`config.mk`:
```
export PLATFORM = sky130hd
export DESIGN_NAME = spc_regs
export DESIGN_NICKNAME = d
export VERILOG_FILES = /design/src/rtl/stepper_position_homing_controller_top_defines.svh /design/src/rtl/spc_pkg.sv /design/src/rtl/spc_regs.sv
export SDC_FILE = /design/constraint.sdc
export NUM_CORES = 1
export LEC_CHECK = 0
export ABC_AREA = 1
export BUFFER_PORTS_ARGS = -buffer_cell sky130_fd_sc_hd__buf_2
export CORE_MARGIN = 2
export CORE_UTILIZATION = 25
export DETAILED_ROUTE_END_ITERATION = 10
export HOLD_SLACK_MARGIN = 0.12
export PLACE_DENSITY_LB_ADDON = 0.15
export SLEW_MARGIN = 20
export SYNTH_ARGS = -nofsm -noshare
export SYNTH_HDL_FRONTEND = slang
export SYNTH_SLANG_ARGS = --single-unit
export TNS_END_PERCENT = 100
```
`constraint.sdc`:
```
create_clock -name clk -period 1.2 [get_ports clk]
set_input_delay 0.06 -clock clk [delete_from_list [all_inputs] [get_ports clk]]
set_output_delay 0.06 -clock clk [all_outputs]
set_load 0.03 [all_outputs]
```
`src/rtl/stepper_position_homing_controller_top_defines.svh`:
```
// Assertion macros used by the stepper homing controller core.
`ifndef STEPPER_POSITION_HOMING_CONTROLLER_TOP_DEFINES_SVH
`define STEPPER_POSITION_HOMING_CONTROLLER_TOP_DEFINES_SVH

// The consequent must hold in the same cycle as the antecedent.
`define SPC_ASSERT_SAME(lbl, ante, cons, msg) \
    lbl: assert property (@(posedge clk) disable iff (!rst_n) (ante) |-> (cons)) \
        else $error(msg);

// The consequent must hold in the cycle after the antecedent.
`define SPC_ASSERT_NEXT(lbl, ante, cons, msg) \
    lbl: assert property (@(posedge clk) disable iff (!rst_n) (ante) |=> (cons)) \
        else $error(msg);

`endif

```
`src/rtl/spc_pkg.sv`:
```
// Types, codes and constants of the stepper position and homing controller.
`default_nettype none

package spc_pkg;

    localparam int STEP_BITS_DEF = 16;

    localparam int CFG_W      = 16;
    localparam int CFG_IDX_W  = 3;
    localparam int PCT_W      = 7;
    localparam int CMD_W      = 2;
    localparam int STATE_W    = 2;
    localparam int POS_OUT_W  = 16;
    localparam int GOAL_W     = 17;
    localparam int CNT_W      = 17;

    localparam logic [CMD_W-1:0] CMD_TICK   = 2'd0;
    localparam logic [CMD_W-1:0] CMD_TARGET = 2'd1;
    localparam logic [CMD_W-1:0] CMD_HOME   = 2'd2;
    localparam logic [CMD_W-1:0] CMD_CHECK  = 2'd3;

    localparam logic [STATE_W-1:0] ST_IDLE    = 2'd0;
    localparam logic [STATE_W-1:0] ST_OPENING = 2'd1;
    localparam logic [STATE_W-1:0] ST_CLOSING = 2'd2;
    localparam logic [STATE_W-1:0] ST_ERROR   = 2'd3;

    localparam logic [CFG_IDX_W-1:0] REG_STEP_DELAY    = 3'd0;
    localparam logic [CFG_IDX_W-1:0] REG_OVERTRAVEL    = 3'd1;
    localparam logic [CFG_IDX_W-1:0] REG_FULL_TRAVEL   = 3'd2;
    localparam logic [CFG_IDX_W-1:0] REG_HOMING_TRAVEL = 3'd3;
    localparam logic [CFG_IDX_W-1:0] REG_MIN_PERCENT   = 3'd4;
    localparam logic [CFG_IDX_W-1:0] REG_INV_ENDSTOP   = 3'd5;
    localparam logic [CFG_IDX_W-1:0] REG_INV_DIR       = 3'd6;

    localparam logic [CFG_W-1:0] STEP_DELAY_RST    = 16'd10;
    localparam logic [CFG_W-1:0] OVERTRAVEL_RST    = 16'd0;
    localparam logic [CFG_W-1:0] FULL_TRAVEL_RST   = 16'd1000;
    localparam logic [CFG_W-1:0] HOMING_TRAVEL_RST = 16'd1100;
    localparam logic [PCT_W-1:0] MIN_PERCENT_RST   = 7'd0;

    localparam logic [PCT_W-1:0] PCT_MAX = 7'd100;

    // Division by 100 is a multiply by ceil(2^30 / 100) and a shift; it is
    // exact for every product of a 16-bit travel and a percent up to 100.
    localparam int RECIP_100   = 10737419;
    localparam int SCALE_SHIFT = 30;
    localparam int SCALE_W     = 31;
    localparam int PROD_W      = CFG_W + SCALE_W;

    typedef logic [SCALE_W-1:0] pct_scale_t [0:100];

    function automatic pct_scale_t build_pct_scale();
        pct_scale_t t;
        for (int i = 0; i <= 100; i++)
        begin
            t[i] = SCALE_W'(i * RECIP_100);
        end
        return t;
    endfunction

    localparam pct_scale_t PCT_SCALE = build_pct_scale();

    typedef struct packed {
        logic [CFG_W-1:0] step_delay_ticks;
        logic [CFG_W-1:0] overtravel_steps;
        logic [CFG_W-1:0] full_travel_steps;
        logic [CFG_W-1:0] homing_travel_steps;
        logic [PCT_W-1:0] min_percent;
        logic             invert_endstop;
        logic             invert_dir;
    } cfg_t;

    typedef struct packed {
        logic [CMD_W-1:0] command;
        logic [PCT_W-1:0] target_percent;
        logic             endstop_level;
    } item_t;

    typedef struct packed {
        logic                 step_pulse;
        logic                 dir_level;
        logic                 enable_level;
        logic [STATE_W-1:0]   motion_state;
        logic                 position_valid;
        logic [POS_OUT_W-1:0] position;
        logic                 homing_active;
    } res_t;

endpackage

`default_nettype wire

```
`src/rtl/spc_regs.sv`:
```
// Configuration register file of the stepper homing controller.
`default_nettype none

module spc_regs (
    input  wire logic                          clk,
    input  wire logic                          rst_n,
    input  wire logic                          cfg_we,
    input  wire logic [spc_pkg::CFG_IDX_W-1:0] cfg_index,
    input  wire logic [spc_pkg::CFG_W-1:0]     cfg_data,
    output spc_pkg::cfg_t                      cfg
);
    import spc_pkg::*;

    cfg_t cfg_reg;

    always_ff @(posedge clk or negedge rst_n)
    begin
        if (!rst_n)
        begin
            cfg_reg.step_delay_ticks    <= STEP_DELAY_RST;
            cfg_reg.overtravel_steps    <= OVERTRAVEL_RST;
            cfg_reg.full_travel_steps   <= FULL_TRAVEL_RST;
            cfg_reg.homing_travel_steps <= HOMING_TRAVEL_RST;
            cfg_reg.min_percent         <= MIN_PERCENT_RST;
            cfg_reg.invert_endstop      <= 1'b0;
            cfg_reg.invert_dir          <= 1'b0;
        end
        else if (cfg_we)
        begin
            case (cfg_index)
                REG_STEP_DELAY:    cfg_reg.step_delay_ticks    <= cfg_data;
                REG_OVERTRAVEL:    cfg_reg.overtravel_steps    <= cfg_data;
                REG_FULL_TRAVEL:   cfg_reg.full_travel_steps   <= cfg_data;
                REG_HOMING_TRAVEL: cfg_reg.homing_travel_steps <= cfg_data;
                REG_MIN_PERCENT:   cfg_reg.min_percent         <= cfg_data[PCT_W-1:0];
                REG_INV_ENDSTOP:   cfg_reg.invert_endstop      <= cfg_data[0];
                REG_INV_DIR:       cfg_reg.invert_dir          <= cfg_data[0];
                default:           ;
            endcase
        end
    end

    assign cfg = cfg_reg;

endmodule

`default_nettype wire

```
Word-level counts from Yosys, hierarchy flattened:

Cells that the tools add are included.

* equal/unequal tests: 6
* reductions and logical operators: 8

Operators by type and width (number)
* AND reduction 2 bit: 7
* equality test 3 bit (second input constant): 3
* equality test 3 x 2 -> 1 bit (second input constant): 2
* equality test 3 x 1 -> 1 bit (second input constant): 1
* logical NOT 3 bit: 1

* output and inout port bits: 73
* input port bits: 22
* register bits: 73

Logic depth before layout (Yosys ltp):

* depth in word-level cells: 2
* depth in mapped cells: 6

Worst setup path before layout:

No wires, ideal clock.

* kind: input -> register
* start point: input cfg_index[0] (netlist name)
* end point: register cfg_reg (netlist bit cfg[57])
* stages: 5
* path slack: 0.397 ns
* data required time: 1.082 ns
* library setup time: 0.118 ns
* buffers on the path: 1
* data arrival time: 0.685 ns
* cell sequence: nor2_2 -> nand2_1 -> buf_2 -> nand2_1 -> nand2_1

* longest elaborated chain between the ends: 2

RTL lines
* start, declared: RTL line spc_regs.sv:8 `input wire logic [spc_pkg::CFG_IDX_W-1:0] cfg_index,`
* logical NOT 3 bit: RTL line spc_regs.sv:30 `case (cfg_index)`
* AND reduction 2 bit (no line)
* end, declared: RTL line spc_regs.sv:14 `cfg_t cfg_reg;`

Every way passes these cells.
A chain may end at the register's enable or synchronous reset.

Worst setup path after layout:

* start point: input cfg_index[1] (netlist name)
* end point: register cfg_reg (netlist bit cfg[48])

* longest elaborated chain between the ends: 2

RTL lines (RTL line)
* equality test 3 x 1 -> 1 bit: spc_regs.sv:30
* AND reduction 2 bit (no line)

Every way passes these cells.

==> reports/results.md <==
### Logic synthesis
* 328 — Post-Syn Instances
* 2925 sq um — post-synthesis cell area
* 0 — count of warnings emitted by yosys
* 0% — Post-Synth XOR/XNOR Area
* 62.96% — sequential area share after synthesis
* 73 — Seq cells post-synth
* 0% — synthesized-area fraction occupied by adder cells
* sky130_fd_sc_hd__dfrtp_1 (52%), sky130_fd_sc_hd__nand2_1 (22%), sky130_fd_sc_hd__dfstp_2 (11%), sky130_fd_sc_hd__nand3_1 (9.8%), sky130_fd_sc_hd__buf_2 (2.1%) — synth top area cells
* sky130_fd_sc_hd__nand2_1 — most instantiated library cell after synthesis
* sky130_fd_sc_hd__dfrtp_1 — most used flip-flop cell after synthesis
* sky130_fd_sc_hd__nand2_1 (170), sky130_fd_sc_hd__dfrtp_1 (61), sky130_fd_sc_hd__nand3_1 (57) — commonest cells in the netlist
* 0 — Post-synth EDFFs
* 52.18% — share of the synthesized area in the top cell type
* 12 — number of distinct library cell variants in the gate-level netlist after synthesis
* 0% — Compound-Gate Fraction of Synth Area
* 33.58% — share of synthesized cell area in and, or, nand and nor gates
* 100.0% — fraction of registers with async set/reset
* sky130_fd_sc_hd__dfrtp_1 — post-synth top area cell
* 350 — nets in the synthesized netlist
* 0% — multiplexer share of the synthesized area
* 8.919 sq um — Post-Synthesis Mean Instance Area
* simple AND/OR/NAND/NOR gates — largest family of logic cells by synthesized area

### Timing
* 93.68% — ratio of final minimum period to clock period
* 0.07579 ns — final worst-path setup slack
* 76.97% — worst-case headroom to the max-slew limit
* yes — RSZ-0062 raised after global routing
* 889.5 MHz — Highest Clock Rate
* 0.3455 ns — Least-Margin Pin Slew
* 1.124 ns — fin crit period
* 0 — setup-violating endpoint count in the final report
* 0 — final hold viol count
* 0 — fin. max-slew vios
* 0 ns — clock skew

### Finish
* 1209 — layout filler cell count
* 41.53% — Synth-to-Final Area Change
* 73 — number of flip-flops under the largest register name
* 31.95% — ratio of cells with drive above 1 in the final layout
* 474 — net count reported at finish
* 0 — n_diodes
* 36.26% — final core utilization

### Power
* 27.0% — combinational share of power
* 5.257 mW — internal portion of total power
* 0.6546 mV — Max VDD drop
* 1960 nW/um^2 — Cell Pwr Density
* 33.0% — Clock Power Share
* 2.858 mW — P_sw
* 40.0% — proportion of power drawn by flip-flops and latches
* 35.22% — Switching Fraction
* 2.283 nW — total leakage power

### Critical path
* dlygate4sd3_1 -> buf_2 -> nor2_4 -> nand2_2 -> nand2_1 -> nand2_1 — series of cell instances along the critical path
* 0.49 ns — worst setup slack for register-to-register paths
* primary input — sort of element at the start of the critical path
* 2 — critical path buffer and inverter count
* 16 — maximum fanout along the worst path
* cfg_index[1] — beginning of the critical path
* 6 — Critical Path Stages
* cfg[33] — destination of the worst register-to-register timing path
* 1.34 ns — worst path arrival time
* sky130_fd_sc_hd__dlygate4sd3_1 — Worst path slowest cell
* sky130_fd_sc_hd__nand2_1 — most prevalent standard cell on the critical path
* in2reg — startpoint-to-endpoint class of the critical path
* 1.41 ns — data required time at the worst endpoint
* register — Crit. End Element
* cfg[33] — reg-to-reg startpoint
* 0.54 ns — CP peak stage delay
* buffers and inverters — kind of cell with the highest combined delay on the critical path
* 2 — depth of the most critical reg-to-reg path

### Clock tree
* 0 — setup bufs post-CTS
* 73 — Clock Sinks
* 3 — maximum level of the CTS H-tree
* 0.06 ns — Clock Pin Slew Worst Setup and Hold Paths
* 9 — cts bufs inserted
* 2 — maximum clock path buffer count
* sky130_fd_sc_hd__clkbuf_16 — Root Buffer
* 0.32 ns — worst-skew pair later-pin latency
* yes — CTS tree

### Routing
* 8868 microns — wirelength, routed
* met4 — highest metal layer used by the detailed router
* 4222 microns — met1 WL
* 2613 — total via count in the routed design
* 4.355 — routed via count divided by cell count
* 110 — number of DRC markers in iteration 0
* 509 microns — DR WL met3
* 0 — DR DRC count
* 4 — router iterations before antenna repair
* 14.78 microns — routed wirelength normalized by instance count
* 4089 microns — routed wl met2
* 0 — antenna-violating nets left

### Global routing
* 0 — antenna violations before repair
* 48 — largest net degree at the start of global routing
* 0 — total overflow reported by the global router
* 2588 — number of global-route vias before repair
* 14.72% — overall global routing resource usage
* 14350 microns — wire length of the first global-routing pass

### Floorplanning
* 112.2 microns — die width
* 12580 sq um — total die area
* 112.2 microns — vertical extent of the die
* 95 — Boundary Pins
* 25.62% — effective utilization at floorplan
* 39 — std cell rows
* 11420 sq um — core area

### Hold path
* cfg[43] — destination of the worst hold path
* 5 — worst hold stages
* in2reg — hold crit path type
* cfg_index[0] — hold path startpoint

### Run status
* complete, no violations — run status

### Place
* 0.1099 ns — worst setup slack before clock tree synthesis
* 0.7745 — final RePlAce weighted congestion
* 94 — count of input and output buffers
* 6128 microns — dpl hpwl

### Run
* 0 — MaxCap Viol Count

area by class of cell:
type / instances / area, sq um / area share (%)
Inverter: 6 / 22.52 / 0.5440
Clock inverter: 5 / 55.05 / 1.330
Clock buffer: 11 / 242.7 / 5.863
Timing Repair Buffer: 128 / 817.0 / 19.73
Multi-Input combinational cell: 234 / 982.2 / 23.72
Tap cell: 143 / 178.9 / 4.322
Sequential cell: 73 / 1842 / 44.48
cell usage in the layout (no fill, tap or decap), drive strengths merged:
| master | netlist | final |
|---|---|---|
| dfrtp | 61 | 61 |
| bufinv | 0 | 1 |
| clkinv | 0 | 2 |
| dlygate4sd3 | 0 | 19 |
| nand2 | 172 | 172 |
| buf | 14 | 109 |
| nand3 | 57 | 57 |
| inv | 6 | 6 |
| nor2 | 5 | 5 |
| clkbuf | 1 | 11 |
| dfstp | 12 | 12 |
| clkinvlp | 0 | 2 |
worst reg2reg max path: cells and delay by family, from the launching register on:
| family | cells | cell delay, ns |
|---|---|---|
| DFF | 1 | 0.53 |
| and+or+nand+nor | 2 | 0.13 |
cell families (layout without fill, tap and decap cells):
| logic type | after synthesis | in the layout |
|---|---|---|
| and+or+nand+nor | 234 | 234 |
| DFF | 73 | 73 |
| buffers and inverters | 21 | 150 |
power groups by stage:
stage          logic (mW)  registers [mW]  clock network (mW)
6_report             2.19            3.25                2.68
5_1_grt              2.37            3.30                2.82
4_1_cts              2.23            3.26                2.75
3_5_place_dp         2.18            3.29                   0
3_3_place_gp         2.16            3.29                   0
2_1_floorplan       0.444            4.20                   0
routing by layer:
| metal | up-vias | global-route usage [%] |
|---|---|---|
| li1 | 1285 | - |
| met1 | 1238 | 19.96 |
| met2 | 84 | 23.45 |
| met3 | 6 | 4.482 |
| met4 | 0 | 3.171 |
| met5 | - | 0 |
worst max path at each step:
stage	endpoint	slack (ns)
4_1_cts	cfg[33]	0.07
5_1_grt	cfg[64]	-0.04
6_report	cfg[48]	0.08
3_3_place_gp	cfg[44]	0.13
2_1_floorplan	cfg[57]	0.40
3_5_place_dp	cfg[50]	0.11
repair_timing:
action,CTS,global route
hold buffers,19,0
endpoints found under the hold margin,146,0
endpoints found under the setup margin,0,33
resized for setup,0,1
through the flow:
| stage | hold WS, ns | cell area [sq um] | TNS [ns] | instances | power (mW) |
|---|---|---|---|---|---|
| final | 0.1437 | 4140 | 0 | 600 | 8.115 |
| after global routing | 0.1909 | 4140 | -0.5694 | 600 | 8.499 |
| after CTS | 0.1334 | 4136 | 0 | 600 | 8.233 |
| after detailed placement | 0.07255 | 3649 | 0 | 565 | 5.465 |
| after global placement | 0.05747 | 3649 | 0 | 565 | 5.446 |
| after floorplan | -0.2356 | 2925 | 0 | 328 | 4.643 |
Power figures use the tool's default switching activity.
